--- config.mk ---
export PLATFORM = sky130hd
export DESIGN_NAME = tpv_ctrl
export DESIGN_NICKNAME = d
export VERILOG_FILES = /design/src/tpv_pkg.sv /design/src/tpv_ctrl.sv
export SDC_FILE = /design/constraint.sdc
export NUM_CORES = 1
export LEC_CHECK = 0
export BUFFER_PORTS_ARGS = -buffer_cell sky130_fd_sc_hd__buf_2
export CAP_MARGIN = 20
export CORE_AREA = 2 2 39 41
export CTS_CLUSTER_DIAMETER = 120
export DETAILED_ROUTE_END_ITERATION = 10
export DIE_AREA = 0 0 41 43
export HOLD_SLACK_MARGIN = 0.1
export PLACE_DENSITY = 0.56
export SETUP_SLACK_MARGIN = 0.02
export SYNTH_ARGS = -nofsm -noshare
export SYNTH_HDL_FRONTEND = slang
export SYNTH_SLANG_ARGS = --single-unit
--- constraint.sdc ---
create_clock -name clk -period 3.64 [get_ports clk]
set_input_delay 0.364 -clock clk [delete_from_list [all_inputs] [get_ports clk]]
set_output_delay 0.364 -clock clk [all_outputs]
set_load 0.005 [all_outputs]
--- src/tpv_pkg.sv ---
// tpv_pkg: shared constants, action codes and transaction types for the
// triangular pv table; no dependencies
package tpv_pkg;

  localparam int MAX_PLY      = 62;
  localparam int ROWS         = 64;
  localparam int ROW_BITS     = $clog2(ROWS);
  localparam int LEN_BITS     = ROW_BITS + 1;
  localparam int MOVE_BITS    = 16;
  localparam int PV_DEPTH     = ROWS * ROWS;

  localparam logic [2:0] ACT_UPDATE     = 3'd0;
  localparam logic [2:0] ACT_CLEAR      = 3'd1;
  localparam logic [2:0] ACT_OVERWRITE  = 3'd2;
  localparam logic [2:0] ACT_READ       = 3'd3;
  localparam logic [2:0] ACT_START_NODE = 3'd4;

  typedef struct packed {
    logic [2:0]           action;
    logic [ROW_BITS-1:0]  ply;
    logic [MOVE_BITS-1:0] move;
  } item_t;

  typedef struct packed {
    logic [MOVE_BITS-1:0] line_move;
    logic [ROW_BITS-1:0]  position;
    logic                 last;
    logic                 line_empty;
    logic [MOVE_BITS-1:0] best_move;
    logic [MOVE_BITS-1:0] ponder_move;
    logic [LEN_BITS-1:0]  root_length;
  } result_t;

  typedef struct packed {
    logic load;
    logic len_rd;
    logic head;
    logic copy;
    logic clr;
    logic ovr0;
    logic ovr1;
    logic snode;
    logic rd_step;
    logic emit;
  } tpv_cmd_t;

  typedef struct packed {
    logic [2:0] action;
    logic       ply_ok;
    logic       start_ok;
    logic       root_empty;
    logic       more;
    logic       pend;
  } tpv_stat_t;

endpackage

--- src/tpv_ctrl.sv ---
// tpv_ctrl: sequencing state machine for decode, update copy, overwrite,
// line read and response; uses tpv_pkg
module tpv_ctrl import tpv_pkg::*; (
  input  logic      clk,
  input  logic      rst,
  input  logic      start,
  input  tpv_stat_t stat,
  output tpv_cmd_t  cmd,
  output logic      busy
);

  localparam logic [2:0] S_IDLE   = 3'd0;
  localparam logic [2:0] S_DECODE = 3'd1;
  localparam logic [2:0] S_HEAD   = 3'd2;
  localparam logic [2:0] S_COPY   = 3'd3;
  localparam logic [2:0] S_OVR1   = 3'd4;
  localparam logic [2:0] S_READ   = 3'd5;
  localparam logic [2:0] S_RESP   = 3'd6;

  logic [2:0] state;
  logic [2:0] state_next;

  always_comb begin
    cmd        = '0;
    state_next = state;
    unique case (state)
      S_IDLE: begin
        if (start) begin
          cmd.load   = 1'b1;
          state_next = S_DECODE;
        end
      end
      S_DECODE: begin
        unique case (stat.action)
          ACT_UPDATE: begin
            if (stat.ply_ok) begin
              cmd.len_rd = 1'b1;
              state_next = S_HEAD;
            end else begin
              state_next = S_RESP;
            end
          end
          ACT_CLEAR: begin
            cmd.clr    = 1'b1;
            state_next = S_RESP;
          end
          ACT_OVERWRITE: begin
            cmd.ovr0   = 1'b1;
            state_next = S_OVR1;
          end
          ACT_READ: begin
            state_next = stat.root_empty ? S_RESP : S_READ;
          end
          ACT_START_NODE: begin
            cmd.snode  = stat.start_ok;
            state_next = S_RESP;
          end
          default: begin
            state_next = S_RESP;
          end
        endcase
      end
      S_HEAD: begin
        cmd.head   = 1'b1;
        state_next = S_COPY;
      end
      S_COPY: begin
        cmd.copy = 1'b1;
        if (!stat.more && !stat.pend) begin
          state_next = S_RESP;
        end
      end
      S_OVR1: begin
        cmd.ovr1   = 1'b1;
        state_next = S_RESP;
      end
      S_READ: begin
        cmd.rd_step = 1'b1;
        if (!stat.more && !stat.pend) begin
          state_next = S_IDLE;
        end
      end
      S_RESP: begin
        cmd.emit   = 1'b1;
        state_next = S_IDLE;
      end
      default: begin
        state_next = S_IDLE;
      end
    endcase
  end

  always_ff @(posedge clk) begin
    if (rst) begin
      state <= S_IDLE;
    end else begin
      state <= state_next;
    end
  end

  assign busy = (state != S_IDLE);

`ifndef NO_ASSERTIONS
  a_busy_cause: assert property (@(posedge clk) disable iff (rst)
    $rose(busy) |-> $past(start))
    else $error("busy without an accepted transaction");
`endif

endmodule

Yosys cells after proc, flatten, opt, wreduce, memory -nomap -nowiden
Cells that the tools add are included.
W data, S select, Z words.
{"block": "op_classes", "n_reduce_logical": 7, "n_mux": 22, "n_eq_ne": 13}
{"op": "$pmux W3 S6", "count": 1}
{"op": "$mux W1", "count": 14}
{"op": "$eq A3 B2 Y1 const B", "count": 4}
{"op": "$eq A3 B3 Y1 const B", "count": 4}
{"op": "$mux W3", "count": 4}
{"op": "$pmux W3 S3", "count": 1}
{"op": "$eq A3 B1 Y1 const B", "count": 2}
{"op": "$logic_not A3 Y1", "count": 2}
{"op": "$ne A2 B2 Y1 const B", "count": 3}
{"op": "$mux W2", "count": 2}
{"op": "$reduce_and A3 Y1", "count": 1}
{"op": "$reduce_bool A3 Y1", "count": 1}
{"op": "$logic_not A1 Y1", "count": 2}
{"op": "$logic_and A1 B1 Y1", "count": 1}
{"block": "word_totals", "reg_bits": 3, "inputBits": 11}

Longest topological paths before layout
{"block": "logic_depth", "depth_word": 4, "depth_mapped": 5, "ltp_nobuf": 5}

Worst setup path before layout
OpenSTA, ideal clock, no wires.
{"block": "synth_timing", "kind": "input -> output", "startpoint": "input port stat[6] in the netlist's numbering", "endpoint": "output port cmd[8] in the netlist's numbering", "arrival_time_ns": 1.069, "path_stages": 2, "slack_ns": 2.207, "required_ns": 3.276, "path_cell_list": "or4b_4 -> nor3_1"}
{"element": "from (decl)", "line_no": "tpv_ctrl.sv:7", "rtl": "input tpv_stat_t stat,"}
{"element": "to (decl)", "line_no": "tpv_ctrl.sv:8", "rtl": "output tpv_cmd_t cmd,"}

==> results_dict.tcl <==
set metrics [dict create \
    max-vdd-ir-drop_mv 0.150 \
    drtIter0Drc 2 \
    ant_nets 0 \
    layout.nets 75 \
    crit_fanout 4 \
    io_buffers 21 \
    outcome "complete, no violations" \
    async_flop_share_pct 0 \
    critPathKind "primary input to output pin" \
    viasPerCell 4.56 \
    power_frac_seq_pct 28.9 \
    cts_max_level 1 \
    cts_sinks 3 \
    clkLatencyLatePin_ns 0.23 \
    synth_xor_area_share_pct 0 \
    tightest_slew_ns 0.296 \
    p_int_mw 0.172 \
    cts_tree "done" \
    die_h_um 43 \
    ys_dominant_reg_cell "dfxtp_1" \
    p_leak_nw 0.221 \
    fp.dieW_um 41 \
    cp-end-kind "output pin" \
    wl_um 786 \
    finalClockSkew_ns 0.00115 \
    total_power_mw 0.299 \
    hold_violations 0 \
    post_cts_resized 0 \
    post-route-drc-count 0 \
    gr-usage-all-layers_pct 11.1 \
    die_area_sq_um 1760 \
    layout-drive-gt1-share_pct 44.4 \
    synthMuxAreaShare_pct 0 \
    synth_top_area_cell "dfxtp_1" \
    cts_setup_buffers 0 \
    dpl.hpwl_um 620 \
    synth_edf_count 0 \
    clkTransAtPathRegs_ns 0.04 \
    vias 360 \
    grt_max_degree 12 \
    layout_setup_ws_ns 1.98 \
    grt_pass1_vias 343 \
    placed_area_sq_um 410 \
    worstHoldPathType "primary input to flip-flop" \
    synth_top_family_by_area "simple AND/OR/NAND/NOR gates" \
    cts-root-buf "clkbuf_4" \
    insertedDiodeCount 0 \
    setup_viol 0 \
    initial_core_util_pct 21.4 \
    dr.pass1.iters 4 \
    cp.required_ns 3.28 \
    timing.final.crit_share_pct 45.5 \
    dp_slack_ns 1.98 \
    cp_data_arrival_time_ns 1.29 \
    ys_warn_count 0 \
    synth_area_per_cell_sq_um 7.60 \
    syn_area_sq_um 297 \
    largest_register "state" \
    io_pins 22 \
    synth_compound_area_share_pct 21.9 \
    netlist_instances 39 \
    area_delta_synth_final_pct 47.3 \
    top_regs "state x3" \
    design_area_sq_um 437 \
    synth.ff_latch_count 3 \
    overflow 0 \
    hold_buffers 0 \
    synth_top_area_share_pct 20.3 \
    grt_pass1_wl_mm 1.34 \
    antenna_found_initial 0 \
    max_slew_margin_pct 80.2 \
    rsz0062_at_grt "no" \
    min_period_ns 1.66 \
    slew_viol_final 0 \
    rows 14 \
    wl_per_cell_um 9.95 \
    power_density_nw_per_um2 684 \
    setup_tns_ns 0 \
    max-cap-violations 0 \
    worst_setup_path_start_kind "primary input" \
    synth.distinct_cells 25 \
    synthTopCellsByArea "dfxtp_1, nand2b_1, or4b_4" \
    synth_nets 50 \
    gp_congestion 0.695 \
    clkPwrFrac_pct 19.8 \
    p_sw_mw 0.127 \
    synthSimpleGateAreaFrac_pct 50.2 \
    core_sq_um 1380 \
    comb_power_share_pct 51.3 \
    netSwitchingFraction_pct 42.4 \
    ys_seq_area_share_pct 20.3 \
    fin_util_pct 31.6 \
    cts_buffers 3 \
    largest_reg_flops 3 \
    fmax_mhz 604 \
    clock_path_buffers 2 \
    synth_fa_ha_area_share_pct 0 \
]
Yosys cell counts, drive strengths merged (2+ instances only):
| cell | count |
|---|---|
| nand2b | 5 |
| dfxtp | 3 |
| inv | 3 |
| nor2 | 3 |
| nor3 | 2 |
| nor4 | 2 |
| o21ai | 2 |
| or3 | 2 |
| or4b | 2 |
through the flow:
stage                     instances  hold slack [ns]
after global placement           75            0.561
after floorplan                  39            0.433
final                            79            0.319
after detailed placement         75            0.561
after CTS                        79            0.314
after global routing             79            0.314
metal layers:
layer / track usage [%] / vias up / share of wire, %
li1: - / 195 / -
met4: 8.00 / 0 / 1.3
met5: 0 / - / 0
met2: 16.3 / 16 / 49
met1: 14.1 / 147 / 43
met3: 1.57 / 2 / 7.1
cell families (layout without fill, tap and decap cells):
| kind of cell | Yosys count | after routing |
|---|---|---|
| AO/OA/AOI/OAI | 9 | 9 |
| flip-flops | 3 | 3 |
| AND/OR/NAND/NOR | 23 | 23 |
| buffers and inverters | 4 | 28 |
power by group through the flow:
stage | registers (mW) | clock network (mW) | logic (mW)
6_report | 0.0863 | 0.0590 | 0.153
5_1_grt | 0.0907 | 0.0656 | 0.175
4_1_cts | 0.0876 | 0.0620 | 0.156
3_5_place_dp | 0.0880 | 0 | 0.155
3_3_place_gp | 0.0877 | 0 | 0.156
2_1_floorplan | 0.0679 | 0 | 0.124
cell usage in the layout (no fill, tap or decap), drive strengths merged, types with 2 or more instances in the layout:
| cell | synthesis | routed |
|---|---|---|
| nor4 | 2 | 2 |
| nand2b | 5 | 5 |
| or4b | 2 | 2 |
| o21ai | 2 | 2 |
| clkbuf | 0 | 4 |
| nor2 | 3 | 3 |
| or3 | 2 | 2 |
| inv | 3 | 3 |
| dfxtp | 3 | 3 |
| nor3 | 2 | 2 |
| buf | 1 | 21 |
path summary, 6_finish.rpt:
check | start | end | slack (ns) | cells after the start
worst max-delay path | stat[6] | cmd[8] | 1.98 | 4
worst min-delay path | rst | state[1] | 0.32 | 2
worst max register to register | state[1] | state[2] | 2.36 | 5
worst min register to register | state[1] | state[1] | 0.64 | 2
critical path: stages:
cell	delay, ns
buf_2	0.12
or4b_4	0.54
nor3_1	0.13
buf_2	0.14
final cells by class:
type | instances | area [sq um]
fillers | 159 | 947
multi-input cells | 32 | 214
repair buffers | 21 | 105
flip-flops and latches | 3 | 60.1
clock buffers | 4 | 26.3
well taps | 16 | 20.0
inverters | 3 | 11.3
Power figures use the tool's default switching activity.
